**src/hw/rtl/pab_pkg.sv**
```systemverilog
// shared types and widths for the polygon area and bounds block
`timescale 1ns / 1ps

package pab_pkg;

  localparam int COORD_W = 24;
  localparam int PROD_W  = 2 * COORD_W;
  localparam int TERM_W  = PROD_W + 2;
  localparam int SUM_W   = 57;
  localparam int AREA_W  = 56;

  typedef logic signed [COORD_W-1:0] coord_t;

  // one vertex request
  typedef struct packed {
    coord_t vertex_x;
    coord_t vertex_y;
    logic   last_vertex;
  } in_req_t;

  // one polygon result
  typedef struct packed {
    logic [AREA_W-1:0] area;
    coord_t            min_x;
    coord_t            max_x;
    coord_t            min_y;
    coord_t            max_y;
  } out_res_t;

  // per-stage control: slot holds a vertex, first and last of its polygon
  typedef struct packed {
    logic valid;
    logic first;
    logic last;
  } stg_ctl_t;

  // bounding box carried between stages
  typedef struct packed {
    coord_t lo_x;
    coord_t hi_x;
    coord_t lo_y;
    coord_t hi_y;
  } box_t;

endpackage

```
**src/hw/rtl/pab_out.sv**
```systemverilog
// magnitude of the closed sum with saturation, result register
`timescale 1ns / 1ps

module pab_out (
  input  logic                      clk,
  input  logic                      rst_n,
  input  logic                      en,
  input  logic                      d_valid,
  input  logic [pab_pkg::SUM_W-1:0] d_sum,
  input  pab_pkg::box_t             d_box,
  output logic                      out_valid,
  output pab_pkg::out_res_t         out_res
);
  import pab_pkg::*;

  logic [SUM_W-1:0]  mag;
  logic [AREA_W-1:0] area_nxt;
  logic              out_valid_r;
  out_res_t          out_res_r;

  always_comb begin
    mag = d_sum[SUM_W-1] ? (~d_sum + SUM_W'(1)) : d_sum;
    // only the most negative sum overflows the area field
    area_nxt = mag[SUM_W-1] ? '1 : mag[AREA_W-1:0];
  end

  always_ff @(posedge clk) begin
    if (!rst_n) begin
      out_valid_r <= 1'b0;
    end else if (en) begin
      out_valid_r <= d_valid;
    end
  end

  always_ff @(posedge clk) begin
    if (en) begin
      out_res_r.area  <= area_nxt;
      out_res_r.min_x <= d_box.lo_x;
      out_res_r.max_x <= d_box.hi_x;
      out_res_r.min_y <= d_box.lo_y;
      out_res_r.max_y <= d_box.hi_y;
    end
  end

  assign out_valid = out_valid_r;
  assign out_res   = out_res_r;

endmodule
```
**config.mk**
```make
export PLATFORM = sky130hd
export DESIGN_NAME = pab_out
export DESIGN_NICKNAME = d
export VERILOG_FILES = /design/src/hw/rtl/pab_pkg.sv /design/src/hw/rtl/pab_out.sv
export SDC_FILE = /design/constraint.sdc
export NUM_CORES = 1
export LEC_CHECK = 0
export BUFFER_PORTS_ARGS = -buffer_cell sky130_fd_sc_hd__buf_2
export CORE_MARGIN = 8
export CORE_UTILIZATION = 49
export CTS_CLUSTER_SIZE = 28
export DETAILED_ROUTE_END_ITERATION = 6
export GPL_TIMING_DRIVEN = 0
export PLACE_DENSITY = 0.91
export SLEW_MARGIN = 15
export SYNTH_ARGS = -nofsm -noshare
export SYNTH_HDL_FRONTEND = slang
export SYNTH_SLANG_ARGS = --single-unit
```
**constraint.sdc**
```tcl
create_clock -name clk -period 5.05 [get_ports clk]
set_clock_uncertainty 0.2 [all_clocks]
set_input_delay 0 -clock clk [delete_from_list [all_inputs] [get_ports clk]]
set_output_delay 0 -clock clk [all_outputs]
set_load 0.01 [all_outputs]
```
==> results.toml, run 1 <==
[clock_tree]
h-tree-depth = 4
cts_setup_buffers = 0
numCtsBuffers = 17
cts_resized = 0
cts_hold_buf = 182
clockRootBuffer = "clkbuf_16"
cts.sinks = 153
clock_path_buffers = 2

[logic_synthesis]
syn_area_sq_mm = 0.00615
yosys.area.top_type = "edfxtp_1"
netlist_instances = 394
synth-edff-count = 152
synth_ff_type = "edfxtp_1"
ys_seq_area_frac = 0.745
synth_top_area_share = 0.742
async_flop_share = 0
syn_nets = 552
synth_warnings = 0
synth_area_per_cell_sq_um = 15.6
ys_ff_latch = 153
synth.top_cells.by_area = "edfxtp_1, xor2_1, nand2_1"
yosysUniqueCellTypes = 41

[die]
fp.dieH_um = 128
initial_utilization = 0.495
die_w_um = 128
pin_count = 310
row_count = 41

[placed_design]
place_hpwl_um = 16100
portBuffers = 308
gp_routability_congestion = 0.940

[outcome]
firstError = "[ERROR RSZ-0060] Max buffer count reached."
stop_stage = "clock tree synthesis"
status = "stopped before the end"
## synthesized netlist by cell type, types with 2 or more instances
cell	n
nor3_1	8
o41ai_1	7
nor2b_1	2
mux2i_1	3
and2_1	2
a21oi_1	5
inv_1	2
or4_4	3
buf_6	5
nand2_1	60
o31ai_1	22
or4_1	7
nand3_1	4
or3_1	6
edfxtp_1	152
xor2_1	45
and3_1	3
o21ai_0	15
nand3_2	2
clkbuf_1	7
nor4_1	2
buf_2	3
or2_2	2
nor2_1	10
## stage by stage
stage | cells | setup slack (ps) | cell area [sq um] | util
detailed placement | 875 | 2200 | 7940 | 0.640
global placement | 874 | 2080 | 7910 | 0.637
floorplan | 394 | 2880 | 6150 | -
## kinds of logic after synthesis
family          count (synthesis)  share of synthesized area
compound gates                 55                     0.0624
flops                         153                      0.745
mux                             3                    0.00488
xor+xnor                       46                     0.0655
fa+ha+maj                       1                    0.00203
buf+inv                        17                     0.0171
simple gates                  119                      0.103
==> run 2: changes to the inputs <==
- CORE_UTILIZATION: 49 -> 35
- CTS_CLUSTER_SIZE: 28 -> default
- PLACE_DENSITY: 0.91 -> default
- PLACE_DENSITY_LB_ADDON: default -> 0.15
==> run 2 against run 1 <==
Compared with the run above:
- the flow now finishes without violations
- synthesized cell count unchanged
- area after synthesis unchanged
==> results.toml, run 2 <==
[outcome]
status = "finished clean"

[clock_tree]
path_clk_slew_ps = 70
clkLatencyLatePin_ps = 420
cts_resized = 0
cts_setup_buffers = 0
clock_path_buffers = 2
tritoncts = "yes"
clockRootBuffer = "clkbuf_16"
cts_hold_buf = 186
h-tree-depth = 4
numCtsBuffers = 17
cts.sinks = 153

[die]
die-area_sq_mm = 0.0221
fp.dieH_um = 149
row_count = 48
core_area_sq_mm = 0.0172
pin_count = 310
initial_utilization = 0.357
die_w_um = 149

[layout]
multi_input_area_sq_mm = 0.00146
largest_reg_flops = 152
num-nets-final = 1066
finish.utilization = 0.605
final_common_cell = "buf_2"
layout_common_cells = "buf_2, dlygate4sd3_1, edfxtp_1"
area.growth.synth_to_final_pct = 69.6
fill_cells = 1345
regArea_sq_mm = 0.00458
layout-drive-gt1-share = 0.396
n_antenna_cell = 0

[timing]
fmaxAchievable_ghz = 0.295
finalCriticalPeriod_ps = 3390
rsz0062_at_grt = "false"
maxSlewHeadroom = 0.536
hold_viol_final = 0
tightest_slew_ps = 690
setup_viol = 0
fin_crit_sh = 0.670
slew_violations = 0
hold_ws_ps = 91.0
tns_ps = 0

[critical_path]
arrival_ps = 3370
path_class = "primary input to flip-flop"
cp-start-kind = "primary input"
cp.required_ps = 5040
critPathCaptureType = "flip-flop"
cp_max_fo = 10

[route]
vias_per_cell = 4.63
drt-total-wl_um = 21400
avgRoutedWirePerCell_um = 18.7
ant_nets = 0
drc = 0
dr.pass1.iters = 5
vias = 5297
drtIter0Drc = 235

[pwr]
irDropWorstVdd_mv = 0.246
leakagePower_nw = 4.43
power.density_mw_per_mm2 = 314

[logic_synthesis]
synth_area_per_cell_sq_um = 15.6
netlist_instances = 394
syn_nets = 552
synth_warnings = 0
ys_seq_area_frac = 0.745
async_flop_share = 0
yosysMostFrequentCell = "edfxtp_1"
syn_area_sq_mm = 0.00615
synthTopCellsByCount = "edfxtp_1, nand2_1, xor2_1"
synth-edff-count = 152
ys_ff_latch = 153
synth.top_cells.by_area = "edfxtp_1, xor2_1, nand2_1"
synth_top_area_share = 0.742
yosys.area.top_type = "edfxtp_1"
yosysUniqueCellTypes = 41
synth_ff_type = "edfxtp_1"

[global_routing]
antenna_found_initial = 0
grt_overflow = 0
grt_usage = 0.190
grt_max_degree = 80
grt_pass1_wl_um = 32500
grt_pass1_vias = 5691

[placed_design]
gp_routability_congestion = 0.811
place_hpwl_um = 15100
portBuffers = 308

[job]
cap_violations = 0

[worst_hold_path]
hp-class = "primary input to flip-flop"
run 2: where the power goes:
| part | total [mW] | internal, mW | switching, mW |
|---|---|---|---|
| sequential | 1.55 | 1.53 | 0.0275 |
| clock | 1.21 | 0.647 | 0.559 |
| combinational | 0.514 | 0.263 | 0.250 |
| total | 3.27 | 2.44 | 0.837 |
run 2: worst max-delay path, stage by stage:
cell,delay [ps]
dlygate4sd3_1,540
buf_2,140
inv_1,70
ha_1,150
or3b_2,500
nor2_1,330
nand3_1,320
buf_2,300
o21ai_0,220
xor2_1,160
dlygate4sd3_1,570
nand2_1,50
run 2: worst paths after layout:
path,start,endpoint,slack [ps],depth (start not counted)
max,d_sum[1],out_res[124]$_SDFFCE_PP1P_,1660,12
min,d_sum[56],out_res[136]$_SDFFCE_PP1P_,90,5
max reg2reg,out_valid$_SDFFE_PN0P_,out_valid$_SDFFE_PN0P_,3710,3
min reg2reg,out_valid$_SDFFE_PN0P_,out_valid$_SDFFE_PN0P_,860,3
run 2: area by class of cell:
cell class | instances | share of cell area
Multi-Input combinational cell | 224 | 0.140
Sequential cell | 153 | 0.440
Buffer | 15 | 0.00936
Clock inverter | 14 | 0.0126
Timing Repair Buffer | 495 | 0.330
Clock buffer | 17 | 0.0408
Inverter | 2 | 0.000720
Tap cell | 225 | 0.0270
run 2: metal layers:
metal,global-route usage,vias to the layer above,share of wire
met5,0,-,0
met4,0.0459,0,0.012
met3,0.0678,19,0.097
met2,0.344,224,0.51
met1,0.207,2518,0.38
li1,-,2536,-
run 2: logic make-up (layout without fill, tap and decap cells):
logic type | Yosys count | after routing | synth area share
and+or+nand+nor | 119 | 119 | 0.103
adders and majority gates | 1 | 1 | 0.00203
DFF | 153 | 153 | 0.745
xor gates and xnor gates | 46 | 46 | 0.0655
muxes | 3 | 3 | 0.00488
AOI/OAI and AO/OA | 55 | 55 | 0.0624
buffers and inverters | 17 | 543 | 0.0171
run 2: through the flow:
step	setup slack, ps	cells	power, mW	instance area [sq um]
floorplan	2880	394	1.72	6150
global placement	1870	927	1.95	7970
detailed placement	2250	928	1.96	8010
CTS	1680	1145	3.31	10400
global route	1450	1145	3.40	10400
finish	1660	1145	3.27	10400
Note: power is estimated with default switching activity, not from simulation.
==> run 3: changes to the inputs <==
- clock period: 5.05 -> 3.47 ns (I/O delays scaled with it)
==> run 3 against run 2 <==
Compared with the run above:
- routed wire length about the same
- via count rose by 0.15%
- critical path type unchanged
- sequential power up 46%
- clock power increased by 45%
- count of clock-buffer cells in the layout unchanged
- critical path depth did not move
- global-route usage is the same
- register-to-register slack got worse by 1600 ps
==> results.toml, run 3 (synthesis gave the netlist of run 2 again) <==
[timing]
rsz0062_at_grt = "false"
hold_viol_final = 0
fin_crit_sh = 0.942
maxSlewHeadroom = 0.525
fmaxAchievable_ghz = 0.306
finalCriticalPeriod_ps = 3270
setup_viol = 0
slew_violations = 0
tightest_slew_ps = 707
tns_ps = 0

[placed_design]
gp_routability_congestion = 0.811
portBuffers = 308
place_hpwl_um = 15100

[die]
initial_utilization = 0.357
die_w_um = 149
core_area_sq_mm = 0.0172
die-area_sq_mm = 0.0221
pin_count = 310
fp.dieH_um = 149
row_count = 48

[pwr]
total_power_mw = 4.76
power.density_mw_per_mm2 = 457
irDropWorstVdd_mv = 0.358
leakagePower_nw = 4.43

[critical_path]
reg2reg_depth = 3
cp_max_fo = 10
regToRegStartpoint = "out_valid$_SDFFE_PN0P_"
cp-start-kind = "primary input"
arrival_ps = 3250
critPathCaptureType = "flip-flop"
r2r_end = "out_valid$_SDFFE_PN0P_"
cp.required_ps = 3460
r2r_slack_ps = 2130
path_class = "primary input to flip-flop"

[clock_tree]
clock_path_buffers = 2
clkLatencyLatePin_ps = 420
numCtsBuffers = 17
cts_setup_buffers = 0
clockRootBuffer = "clkbuf_16"
path_clk_slew_ps = 70
cts.sinks = 153
tritoncts = "yes"
h-tree-depth = 4

[job]
cap_violations = 0

[route]
drtIter0Drc = 234
avgRoutedWirePerCell_um = 18.7
vias = 5305
vias_per_cell = 4.63
drt-total-wl_um = 21400
drc = 0
dr.pass1.iters = 5
ant_nets = 0

[layout]
final_common_cell = "buf_2"
layout_common_cells = "buf_2, dlygate4sd3_1, edfxtp_1"
n_antenna_cell = 0
largest_reg_flops = 152
area.growth.synth_to_final_pct = 69.6
num-nets-final = 1066
fill_cells = 1348
layout-drive-gt1-share = 0.397

[global_routing]
grt_pass1_wl_um = 32500
grt_pass1_vias = 5691
grt_max_degree = 80
grt_overflow = 0
grt_usage = 0.190
antenna_found_initial = 0

[worst_hold_path]
hp-class = "primary input to flip-flop"
min_path_cells = 2
min_from = "d_box[3]"
hold_path_end = "out_res[3]$_DFFE_PP_"

[outcome]
status = "finished clean"
[run 3: how the worst max path moves through the flow]
| stage | cells after the start | end | slack, ps | startpoint |
|---|---|---|---|---|
| finish | 12 | out_res[124]$_SDFFCE_PP1P_ | 200 | d_sum[1] |
| global route | 9 | out_res[126]$_SDFFCE_PP1P_ | 20 | d_sum[35] |
| CTS | 12 | out_res[124]$_SDFFCE_PP1P_ | 100 | d_sum[1] |
| detailed placement | 10 | out_res[140]$_SDFFCE_PP1P_ | 670 | d_sum[1] |
| global placement | 3 | out_valid$_SDFFE_PN0P_ | 290 | en |
| floorplan | 9 | out_res[148]$_SDFFCE_PP1P_ | 1300 | d_sum[0] |
[run 3: through the flow]
stage | std cells | setup WS (ps) | hold slack, ps | area, sq um | utilization
after global routing | 1145 | 15.2 | 76.4 | 10400 | 0.605
after global placement | 927 | 288 | -22.5 | 7970 | 0.463
after floorplan | 394 | 1300 | -101 | 6150 | -
final | 1145 | 201 | 94.0 | 10400 | 0.605
after CTS | 1145 | 97.7 | 70.3 | 10400 | 0.605
after detailed placement | 928 | 672 | -21.9 | 8010 | 0.465
[run 3: cell type report]
cell class              instances  area, sq um  area share
clock inverters                14          131      0.0126
inverters                       2         7.51    0.000720
clock buffers                  17          425      0.0408
repair buffers                495         3440       0.330
well taps                     225          282      0.0270
flip-flops and latches        153         4580       0.439
multi-input cells             224         1460       0.140
plain buffers                  15         97.6     0.00935
[run 3: report_power, final]
group          total (mW)  switching (mW)  internal (mW)
Clock                1.75           0.813          0.942
Combinational       0.748           0.364          0.383
Sequential           2.26          0.0400           2.22
[run 3: repair_timing]
action	4_1_cts	5_1_grt
hold buffers	186	0
gates resized for setup	0	1
endpoints found under the hold margin	230	0
setup endpoints to repair	0	5
[run 3: critical path, stage by stage]
cell           delay (ps)
dlygate4sd3_1         540
buf_2                 140
inv_1                  70
ha_1                  150
or3b_2                510
nor2_2                230
nand3_1               290
buf_2                 300
o21ai_0               220
xor2_1                160
dlygate4sd3_1         570
nand2_1                50
[run 3: layer usage]
metal,wire [um],global-route usage,part of all wire,vias up
li1,-,-,-,2535
met1,8110,0.207,0.38,2523
met2,11000,0.344,0.51,230
met3,2060,0.0678,0.096,17
met4,240,0.0459,0.011,0
met5,0,0,0,-
==> run 4: changes to the inputs <==
- CORE_UTILIZATION: 35 -> 46
==> run 4 against run 3 <==
Compared with the run above:
- the flow now stops in clock tree synthesis
- area after synthesis unchanged
- synthesized cell count did not move
==> results.toml, run 4 <==
[logic_synthesis]
synthTopCellsByCount = "edfxtp_1, nand2_1, xor2_1"
synth_area_per_cell_sq_um = 15.6
ys_seq_area_frac = 0.745
synth_ff_type = "edfxtp_1"
yosys.area.top_type = "edfxtp_1"
netlist_instances = 394
synth-edff-count = 152
synth_warnings = 0
async_flop_share = 0
synth.top_cells.by_area = "edfxtp_1, xor2_1, nand2_1"
syn_nets = 552
yosysMostFrequentCell = "edfxtp_1"
syn_area_sq_mm = 0.00615
yosysUniqueCellTypes = 41
ys_ff_latch = 153
synth_top_area_share = 0.742

[clock_tree]
cts.sinks = 153
cts_resized = 0
numCtsBuffers = 17
cts_hold_buf = 183
clockRootBuffer = "clkbuf_16"
h-tree-depth = 4
cts_setup_buffers = 0
clock_path_buffers = 2

[die]
fp.dieH_um = 132
initial_utilization = 0.468
die_w_um = 132
pin_count = 310
row_count = 42

[placed_design]
portBuffers = 308
place_hpwl_um = 14300
detailed_place.area_sq_mm = 0.00795
gp_routability_congestion = 0.841

[outcome]
stop_stage = "clock tree synthesis"
firstError = "[ERROR RSZ-0060] Max buffer count reached."
status = "stopped before the end"
[run 4: cell counts after synthesis]
No cell type changed its count.
[run 4: kinds of logic after synthesis]
| family | count (synthesis) | synth area share |
|---|---|---|
| buffers and inverters | 17 | 0.0171 |
| DFF | 153 | 0.745 |
| adders and majority gates | 1 | 0.00203 |
| AOI/OAI and AO/OA | 55 | 0.0624 |
| muxes | 3 | 0.00488 |
| xor gates and xnor gates | 46 | 0.0655 |
| and+or+nand+nor | 119 | 0.103 |
[run 4: through the flow]
step | setup slack (ps) | utilization | instances
after detailed placement | 667 | 0.605 | 879
after global placement | 373 | 0.602 | 878
after floorplan | 1300 | - | 394
