**src/hw/rtl/pab_pkg.sv**
```systemverilog
// shared types and widths for the polygon area and bounds block
`timescale 1ns / 1ps

package pab_pkg;

  localparam int COORD_W = 24;
  localparam int PROD_W  = 2 * COORD_W;
  localparam int TERM_W  = PROD_W + 2;
  localparam int SUM_W   = 57;
  localparam int AREA_W  = 56;

  typedef logic signed [COORD_W-1:0] coord_t;

  // one vertex request
  typedef struct packed {
    coord_t vertex_x;
    coord_t vertex_y;
    logic   last_vertex;
  } in_req_t;

  // one polygon result
  typedef struct packed {
    logic [AREA_W-1:0] area;
    coord_t            min_x;
    coord_t            max_x;
    coord_t            min_y;
    coord_t            max_y;
  } out_res_t;

  // per-stage control: slot holds a vertex, first and last of its polygon
  typedef struct packed {
    logic valid;
    logic first;
    logic last;
  } stg_ctl_t;

  // bounding box carried between stages
  typedef struct packed {
    coord_t lo_x;
    coord_t hi_x;
    coord_t lo_y;
    coord_t hi_y;
  } box_t;

endpackage

```
**src/hw/rtl/pab_accum.sv**
```systemverilog
// running shoelace sum and bounding box of the current polygon
`timescale 1ns / 1ps

module pab_accum (
  input  logic              clk,
  input  logic              rst_n,
  input  logic              en,
  input  pab_pkg::stg_ctl_t c_ctl,
  input  pab_pkg::coord_t   c_x,
  input  pab_pkg::coord_t   c_y,
  input  logic signed [pab_pkg::TERM_W-1:0] c_term,
  output logic              d_valid,
  output logic [pab_pkg::SUM_W-1:0] d_sum,
  output pab_pkg::box_t     d_box
);
  import pab_pkg::*;

  logic [SUM_W-1:0] sum_r, sum_nxt;
  box_t             box_r, box_nxt;
  logic             d_valid_r;
  logic [SUM_W-1:0] d_sum_r;
  box_t             d_box_r;

  always_comb begin
    sum_nxt = sum_r + SUM_W'(c_term);
    if (c_ctl.first) begin
      box_nxt = '{lo_x: c_x, hi_x: c_x, lo_y: c_y, hi_y: c_y};
    end else begin
      box_nxt.lo_x = (c_x < box_r.lo_x) ? c_x : box_r.lo_x;
      box_nxt.hi_x = (c_x > box_r.hi_x) ? c_x : box_r.hi_x;
      box_nxt.lo_y = (c_y < box_r.lo_y) ? c_y : box_r.lo_y;
      box_nxt.hi_y = (c_y > box_r.hi_y) ? c_y : box_r.hi_y;
    end
  end

  always_ff @(posedge clk) begin
    if (!rst_n) begin
      sum_r     <= '0;
      d_valid_r <= 1'b0;
    end else if (en) begin
      d_valid_r <= c_ctl.valid && c_ctl.last;
      if (c_ctl.valid) begin
        // polygon done: start the next one from zero
        sum_r <= c_ctl.last ? '0 : sum_nxt;
      end
    end
  end

  always_ff @(posedge clk) begin
    if (en) begin
      if (c_ctl.valid) begin
        box_r <= box_nxt;
      end
      d_sum_r <= sum_nxt;
      d_box_r <= box_nxt;
    end
  end

  assign d_valid = d_valid_r;
  assign d_sum   = d_sum_r;
  assign d_box   = d_box_r;

endmodule

```
**config.mk**
```make
export PLATFORM = sky130hd
export DESIGN_NAME = pab_accum
export DESIGN_NICKNAME = d
export VERILOG_FILES = /design/src/hw/rtl/pab_pkg.sv /design/src/hw/rtl/pab_accum.sv
export SDC_FILE = /design/constraint.sdc
export NUM_CORES = 1
export LEC_CHECK = 0
export BUFFER_PORTS_ARGS = -buffer_cell sky130_fd_sc_hd__buf_2
export CORE_ASPECT_RATIO = 0.7
export CORE_MARGIN = 2
export CORE_UTILIZATION = 45
export DETAILED_ROUTE_END_ITERATION = 16
export PLACE_DENSITY_LB_ADDON = 0.08
export SLEW_MARGIN = 20
export SYNTH_ARGS = -nofsm -noshare
export SYNTH_HDL_FRONTEND = slang
export SYNTH_SLANG_ARGS = --single-unit
```
**constraint.sdc**
```tcl
create_clock -name clk -period 3.1 [get_ports clk]
set_clock_uncertainty 0.05 [all_clocks]
set_input_delay 0.31 -clock clk [delete_from_list [all_inputs] [get_ports clk]]
set_output_delay 0.31 -clock clk [all_outputs]
set_load 0.02 [all_outputs]
```
==> run metrics, run 1 <==
vias per cell=5.29; worst endpoint required time=3.30 ns; buffer depth of the longest clock path=3; post-route ant nets=0; layout cell share with drive strength beyond 1=33.5%; Max-cap violations=0; CP delay by family, top=compound AO/OA/AOI/OAI gates; Final setup viols=15; Synthesis Warnings=0; failing checks=negative setup slack; Power Total=~11,000 uW; Num CTS Buffers=34; worst-path fanout max=8; leading cell type in the layout, fill and taps excluded=buf_2; gr usage total=20.7%; drt drc=0; WL per Instance=18.5 um; Psw=2890 uW; Seq/Total Area, Yosys=between 50% and 60%; Critical Path Most Common Cell=a21o_1; synthesized cell area=16,300 um^2; Least-Margin Pin Slew=0.714 ns; initial antenna violation count=1; Syn-to-layout area delta=24.4%; Total Routed Length=40,300 um; Crit path largest cell delay=0.39 ns; die width=231 um; GRT overflow=0; mux contribution to synthesized area=6.82%; Cells after Synth=between 1,000 and 1,500; main combinational cell family by area after synthesis=compound AO/OA/AOI/OAI gates; Leak Pwr=between 0.009 and 0.01 uW; Netlist cell types=70; worst r2r src=box_r[73]; number of global-route vias before repair=11,200; PortBufs=~260; Clk pwr share=35.2%; Cell Chain, Critical Path=inv_1 -> ha_1 -> a21o_1 -> a21o_1 -> a21o_1 -> a21o_1 -> a2111oi_4 -> buf_4 -> o31ai_2 -> nand2_1 -> a311o_2 -> buf_12 -> buf_12 -> mux2_4; flop and latch count out of synthesis=307; syn_area_per_cell=between 10 and 15 um^2; DPL Wire Length=28,800 um; Synth top area share=between 40% and 50%; clock sinks=307; num rows=58; Min Hold Slack=approximately 0.088 ns; critical path endpoint category=flip-flop; H-tree Lvls=2; initial core utilization=45.5%; critical path buffer and inverter count=4; Placed Area=18,700 um^2; first-pass GRT wire length=61,400 um; status=complete, but fails checks; P_int=between 7000 and 8000 uW; clock root buffer=clkbuf_16; simple logic cell fraction of the synthesized area=between 6 and 7%; Hold Fails Final Rpt=0; Fillers=just over 3,000; Max Freq=321 MHz; Synth area leader=edfxtp_1; die area=37,800 um^2; Slowest cell on crit path=edfxtp_1; max_slew headroom=52.4%; HP Start=c_term[0]; XOR/XNOR Fraction of Synth Area=2.96%; most frequent cells in the layout=256 x buf_2, 249 x edfxtp_1, 146 x ha_1; kind of critical path=flip-flop to flip-flop; PnR worst setup slack=-0.0164 ns; total number of vias=11,500; adder-cell area share of the yosys netlist=11.6%; placed insts=2,103; Worst-path clk slew=approximately 0.06 ns; CTS tree=done; CTS Hold Bufs=0; crit path from=box_r[73]; Async SR Flop Fraction=0%; drt first-iter violations=609; non-filler cells, final=2,180; CP Data Arrival Time=3.32 ns; pwr dens=525 nW/um^2; Final min period=3.12 ns; combinational share of power=18.4%; fraction of the mapped netlist area in compound gates=14.9%; Switching Fraction=27.1%; Post-synth EDFFs=249; Die Y=163 um; largest net degree at the start of global routing=125; final instance area=20,300 um^2; sequential power share=46.3%; io pins=258; Final Wtd Congestion=0.900; Post-synth top flop=edfxtp_1; syn nets=1,577; Final Cycle Share=101%; Core Area=35,800 um^2; class of the worst hold path=primary input to flip-flop; Synth area leaders=edfxtp_1 46%, ha_1 12%, dfxtp_1 7.1%; nets=1,929; Setup crit start kind=flip-flop; Skew-Pair Late Insertion Delay=roughly 0.52 ns; RSZ-0062 raised after global routing=true; final slew viol count=0; maximum vdd drop=around 0.00037 V; drt pass-1 iters=5
[sequential cells by signal, summed over array words and instances (netlist names)]
| signal | count |
|---|---|
| d_sum | 57 |
| d_box | 96 |
| box_r | 96 |
| d_valid | 1 |
| sum_r | 57 |
[power by group through the flow]
| stage | sequential [uW] | combinational (uW) | clock [uW] |
|---|---|---|---|
| CTS | 4940 | 1900 | 3860 |
| global placement | 5020 | 1820 | 0 |
| finish | 4930 | 1960 | 3750 |
| floorplan | 5230 | 909 | 0 |
| detailed placement | 5020 | 1840 | 0 |
| global route | 4960 | 2140 | 4020 |
[kinds of logic (layout without fill, tap and decap cells)]
kind of cell | Yosys count | after routing
compound gates | 345 | 345
flops | 307 | 307
simple gates | 202 | 202
buf+inv | 163 | 540
fa+ha+maj | 151 | 151
mux | 99 | 99
xor+xnor | 55 | 55
other cells | 0 | 1
[metal layers]
layer	wire [um]	track usage [%]	vias up
li1	-	-	5698
met1	20000	30.8	5520
met2	17600	31.1	263
met3	1850	3.39	55
met4	860	5.54	0
met5	0	0	-
[timing repair]
action	4_1_cts	5_1_grt
cloned	1	1
setup buffers	5	8
setup endpoints to repair	107	161
resized for setup	24	78
pin swaps	8	27
[cells in the mapped netlist (all sizes together) (5+ instances only)]
library cell and n:
and2 7, xnor2 37, edfxtp 249, o21bai 11, a22o 29, nor3 8, nand2b 11, xor2 18
nand2 38, o31ai 7, a21o 89, nor2 29, inv 117, dfxtp 58, a31oi 9, nand4 32
a22oi 24, mux2 96, a21oi 80, o21a 8, a41oi 5, and3 8, buf 13, nor2b 34
clkbuf 33, o21ai 40, ha 150, nand3 15, a211oi 9
[stage by stage]
step	setup slack (ns)	util [%]	TNS [ns]
after floorplan	0.101	-	0
after global placement	-0.215	52.3	-10.33
after detailed placement	-0.250	52.3	-14.96
after CTS	-0.0442	55.6	-0.540
after global routing	-0.167	56.7	-5.74
final	-0.0164	56.7	-0.154
[layout make-up]
| type | count | area, um^2 | area share (%) |
|---|---|---|---|
| flip-flops and latches | 307 | 8640 | 42.6 |
| multi-input cells | 852 | 7380 | 36.4 |
| repair buffers | 362 | 2200 | 10.9 |
| clock buffers | 44 | 920 | 4.54 |
| well taps | 480 | 601 | 2.96 |
| inverters | 117 | 442 | 2.18 |
| clock inverters | 17 | 88.8 | 0.438 |
| diodes | 1 | 2.50 | 0.0123 |
[final timing paths]
path / endpoint / slack, ns / cells after the start
worst max-delay path: box_r[74] / -0.02 / 14
worst min-delay path: d_sum[0] / 0.09 / 2
worst max register to register: box_r[74] / -0.02 / 14
worst min register to register: sum_r[47] / 0.44 / 1
Power figures use the tool's default switching activity.
==> inputs of run 2 (changes only) <==
--- a/config.mk
+++ b/config.mk
@@ -9,6 +9,7 @@
 export CORE_ASPECT_RATIO = 0.7
 export CORE_MARGIN = 2
 export CORE_UTILIZATION = 45
+export CTS_BUF_LIST = sky130_fd_sc_hd__clkbuf_4 sky130_fd_sc_hd__clkbuf_8
 export DETAILED_ROUTE_END_ITERATION = 16
 export PLACE_DENSITY_LB_ADDON = 0.08
 export SLEW_MARGIN = 20
==> run 2 against run 1 <==
The flow now finishes without violations. Setup slack improved by 0.041 ns. Utilization increased by 0.68 points. Sequential share of layout area decreased by 0.51 points. Global-route usage increased by 0.25 points. Final cell count increased by 2.5%. Combinational power about the same. Via count increased by 1.6%. Critical path type unchanged. Non-clock buffer count increased by 26. Maximum frequency increased by 1.3%. Die area unchanged. Total power decreased by 1.0%. Hold slack got worse by 0.053 ns.
==> run metrics, run 2 (synthesis results as in run 1) <==
status=complete, no violations; Max Freq=325 MHz; sequential power share=46.8%; most frequent cells in the layout=256 x buf_2, 249 x edfxtp_1, 147 x ha_1; Final Cycle Share=99.2%; vias per cell=between 5 and 6; Leak Pwr=0.00933 uW; post-route ant nets=0; combinational share of power=18.9%; WL per Instance=around 18 um; Final min period=3.08 ns; drt first-iter violations=625; H-tree Lvls=2; maximum vdd drop=0.000272 V; Hold Crit Depth=2; largest net degree at the start of global routing=125; Core Area=35,800 um^2; initial antenna violation count=0; PortBufs=257; Hold Fails Final Rpt=0; R2R Path End=d_box[75]; max_slew headroom=52.4%; Num CTS Buffers=50; final slew viol count=0; leading cell type in the layout, fill and taps excluded=buf_2; Clk pwr share=34.3%; worst endpoint required time=3.40 ns; P_int=7620 uW; Psw=2920 uW; RSZ-0062 raised after global routing=true; Least-Margin Pin Slew=just over 0.7 ns; gr usage total=20.9%; clock sinks=between 300 and 400; io pins=approximately 260; crit path from=box_r[73]; first-pass GRT wire length=between 60,000 and 70,000 um; die area=37,800 um^2; layout cell share with drive strength beyond 1=33.8%; GRT overflow=0; hold endpoint=d_box[9]; CTS tree=done; buffer depth of the longest clock path=3; pwr dens=514 nW/um^2; Antenna Cells=0; HP Start=c_y[9]; kind of critical path=flip-flop to flip-flop; worst-path fanout max=8; clock root buffer=clkbuf_8; Switching Fraction=27.7%; Min Hold Slack=0.0351 ns; DPL Wire Length=28,800 um; wire length on met3=1910 um; class of the worst hold path=primary input to flip-flop; Max-cap violations=0; Final setup viols=0; Top Layer Used=met4; Skew-Pair Late Insertion Delay=0.61 ns; CP Data Arrival Time=3.37 ns; die width=231 um; Syn-to-layout area delta=25.9%; Final Wtd Congestion=between 0.8 and 0.9; drt drc=0; Sum Neg Setup Slack=0 ns; met1 WL=20,000 um; worst r2r src=box_r[73]; met2 routed WL=18,000 um; Die Y=approximately 160 um; initial core utilization=45.5%; drt pass-1 iters=5; R2R cell count=14; nets=between 1,500 and 2,000; Worst-path clk slew=~0.060 ns; number of global-route vias before repair=11,400; critical path endpoint category=flip-flop; num rows=a little under 60; Total Routed Length=40,700 um; total number of vias=roughly 12,000; r2r setup slk=0.02 ns; Setup crit start kind=flip-flop
run 2: cell types whose count changed in the layout (fill, tap and decap cells not counted), sizes merged, moves of 2 or more:
| cell | before | now |
|---|---|---|
| clkbuf | 45 | 68 |
| clkinv | 14 | 19 |
| clkinvlp | 2 | 0 |
| bufinv | 0 | 2 |
| dlygate4sd3 | 0 | 28 |
run 2: area by class of cell:
type	instances	area (um^2)
clock inverter	23	165
multi-input combinational	852	7360
clock buffer	68	842
sequential	307	8640
tap	480	601
fill	3046	15300
inverter	117	442
timing repair buffer	388	2460
run 2: worst max path at each step:
stage / endpoint / slack [ns] / cells past startpoint
finish: d_box[75] / 0.02 / 14
global route: sum_r[56] / -0.13 / 15
CTS: box_r[26] / -0.02 / 12
detailed placement: sum_r[52] / -0.25 / 16
global placement: d_sum[56] / -0.21 / 15
floorplan: box_r[10] / 0.10 / 13
run 2: repair_timing:
action | in CTS | in global routing
endpoints found under the hold margin | 70 | 0
endpoints found under the setup margin | 107 | 162
hold buffers | 28 | 0
setup buffers | 4 | 8
gates cloned | 1 | 1
pin swaps | 8 | 22
gates resized for setup | 13 | 91
run 2: critical path: stages (launching register included):
cell       delay [ns]
edfxtp_1         0.39
inv_1            0.07
ha_1             0.22
a21o_1           0.17
a21o_1           0.14
a21o_1           0.15
a21o_1           0.17
a2111oi_4        0.34
buf_4            0.16
o31ai_2          0.06
nand2_1          0.08
a311o_2          0.22
buf_6            0.11
buf_12           0.14
mux2_4           0.31
run 2: through the flow:
stage          total power, uW  util [%]  instances  cell area (um^2)  setup WS, ns
3_5_place_dp              6860      52.3       2103             18700        -0.250
5_1_grt                  11000      57.3       2235             20500        -0.131
2_1_floorplan             6140         -       1322             16300         0.101
4_1_cts                  10600      56.2       2227             20100       -0.0232
6_report                 10500      57.3       2235             20500        0.0247
3_3_place_gp              6840      52.3       2103             18700        -0.215
run 2: power groups by stage:
stage	Combinational [uW]	Clock [uW]	Sequential [uW]
4_1_cts	1910	3730	4940
3_3_place_gp	1820	0	5020
2_1_floorplan	909	0	5230
5_1_grt	2170	3900	4960
6_report	1990	3620	4940
3_5_place_dp	1840	0	5020
run 2: per-layer routing:
| metal | track usage [%] | vias up |
|---|---|---|
| met5 | 0 | - |
| met4 | 5.78 | 0 |
| met3 | 3.53 | 62 |
| met2 | 31.5 | 278 |
| met1 | 31.0 | 5596 |
| li1 | - | 5780 |
==> inputs of run 3 (changes only) <==
--- a/config.mk
+++ b/config.mk
@@ -12,6 +12,7 @@
 export CTS_BUF_LIST = sky130_fd_sc_hd__clkbuf_4 sky130_fd_sc_hd__clkbuf_8
 export DETAILED_ROUTE_END_ITERATION = 16
 export PLACE_DENSITY_LB_ADDON = 0.08
+export RECOVER_POWER = 25
 export SLEW_MARGIN = 20
 export SYNTH_ARGS = -nofsm -noshare
 export SYNTH_HDL_FRONTEND = slang
==> constraint.sdc (replaced) <==
create_clock -name clk -period 3.1 [get_ports clk]
set_clock_uncertainty 0.05 [all_clocks]
set_input_delay 0.31 -clock clk [delete_from_list [all_inputs] [get_ports clk]]
set_output_delay 0.31 -clock clk [all_outputs]
set_load 0.005 [all_outputs]
==> run 3 against run 2 <==
The flow now finishes with violations (max-capacitance violations, max-slew violations). Combinational power is 11% lower. Setup slack hardly changed. Hold slack hardly changed. Die area stayed put. Critical endpoint unchanged. Largest power group unchanged.
==> run metrics, run 3 (synthesis results as in run 1) <==
status=complete, but fails checks; failing checks=max-capacitance violations, max-slew violations; Leak Pwr=0.00931 uW; Crit path largest cell delay=0.39 ns; drt pass-1 iters=5; critical path buffer and inverter count=4; max_slew headroom=-37.5%; total number of vias=11,700; maximum vdd drop=0.000268 V; worst-path fanout max=8; worst endpoint required time=about 3.4 ns; vias per cell=around 5.2; R2R cell count=14; largest net degree at the start of global routing=125; Syn-to-layout area delta=25.8%; clock root buffer=clkbuf_8; Total Routed Length=40,800 um; CP Data Arrival Time=between 3 and 4 ns; first-pass GRT wire length=62,100 um; drt drc=0; Die Y=163 um; pwr dens=505 nW/um^2; register area=8640 um^2; non-filler cells, final=2,235; critical path endpoint category=flip-flop; initial antenna violation count=0; Max Freq=325 MHz; worst r2r src=box_r[73]; Setup crit start kind=flip-flop; Critical Path Most Common Cell=a21o_1; Worst-path clk slew=0.06 ns; Antenna Cells=0; crit path from=box_r[73]; H-tree Lvls=2; class of the worst hold path=primary input to flip-flop; RSZ-0062 raised after global routing=true; Skew-Pair Late Insertion Delay=a little over 0.6 ns; num rows=58; drt first-iter violations=629; die area=37,800 um^2; io pins=between 200 and 300; Final Cycle Share=99.2%; clock sinks=a little over 300; CP delay by family, top=compound AO/OA/AOI/OAI gates; Final Wtd Congestion=0.900; Max-cap violations=3; Least-Margin Pin Slew=2.06 ns; Cell Chain, Critical Path=inv_1 -> ha_1 -> a21o_1 -> a21o_1 -> a21o_1 -> a21o_1 -> a2111oi_4 -> buf_4 -> o31ai_2 -> nand2_1 -> a311o_2 -> buf_6 -> buf_12 -> mux2_4; die width=around 230 um; Min Hold Slack=roughly 0.035 ns; Final setup viols=0; Fillers=3,050; Core Area=35,800 um^2; final cell utilization of the core=57.3%; placed insts=2,103; number of global-route vias before repair=11,400; WP depth=14; multi-input logic area=approximately 7400 um^2; Final min period=3.08 ns; gr usage total=20.9%; DPL Wire Length=28,800 um; R2R Path End=d_box[75]; Worst setup endpoint=d_box[75]; Slowest cell on crit path=edfxtp_1; GRT overflow=0; post-route ant nets=0; final slew viol count=approximately 190; Num CTS Buffers=50; layout cell share with drive strength beyond 1=33.6%; buffer depth of the longest clock path=3; initial core utilization=45.5%; WL per Instance=18.2 um; most frequent cells in the layout=255 x buf_2, 249 x edfxtp_1, 147 x ha_1; nets=slightly below 2,000; CTS tree=done; PortBufs=257; kind of critical path=flip-flop to flip-flop; Hold Fails Final Rpt=0; r2r setup slk=0.02 ns; leading cell type in the layout, fill and taps excluded=buf_2
==> run 3: cell types whose count changed in the layout (fill, tap and decap cells not counted), sizes merged <==
cell      before  now
buf          360  356
clkinvlp       0    1
clkbuf        68   72
inv          119  118
==> run 3: cell type report <==
cell class	count	area share [%]
timing repair buffer	388	11.9
clock buffer	68	4.11
sequential	307	42.2
inverter	117	2.15
tap	480	2.93
clock inverter	23	0.806
multi-input combinational	852	35.9
==> run 3: layer usage <==
layer / track usage (%) / part of all wire (%)
met1: 31.0 / 49
met2: 31.5 / 44
met3: 3.53 / 4.4
met4: 5.78 / 2.0
met5: 0 / 0
==> run 3: worst reg2reg max path: stages, from the launching register on <==
cell,delay (ns)
edfxtp_1,0.39
inv_1,0.07
ha_1,0.22
a21o_1,0.17
a21o_1,0.14
a21o_1,0.15
a21o_1,0.17
a2111oi_4,0.34
buf_4,0.16
o31ai_2,0.06
nand2_1,0.08
a311o_2,0.22
buf_6,0.11
buf_12,0.14
mux2_4,0.32
==> run 3: through the flow <==
stage	power (uW)	TNS [ns]	worst slack [ns]	area, um^2
detailed placement	6660	-14.96	-0.250	18700
finish	10300	0	0.0247	20500
global placement	6640	-10.33	-0.215	18700
CTS	10400	-0.395	-0.0232	20100
global route	10800	-5.17	-0.131	20500
floorplan	5930	0	0.101	16300
==> run 3: worst min-delay path by stage <==
stage	from	to	slack, ns	cells past startpoint
after detailed placement	sum_r[47]	sum_r[47]	0.42	1
after CTS	c_x[17]	d_box[65]	0.0006	2
after floorplan	en	d_box[0]	0.37	0
after global routing	c_x[17]	box_r[65]	0.008	2
final	c_y[9]	d_box[9]	0.04	2
after global placement	sum_r[27]	sum_r[27]	0.42	1
==> run 3: report_power, final <==
group	leakage [uW]	internal [uW]	switching, uW
registers	0.00287	4840	104
logic	0.00590	841	941
clock network	0.000533	1940	1680
total	0.00931	7620	2730
==> run 3: timing repair <==
action / 4_1_cts / 5_1_grt
gates cloned: 1 / 1
buffers inserted: 4 / 8
pin swaps: 8 / 22
resized for setup: 13 / 91
setup endpoints to repair: 107 / 162
hold endpoints to repair: 70 / 0
hold buffers: 28 / 0
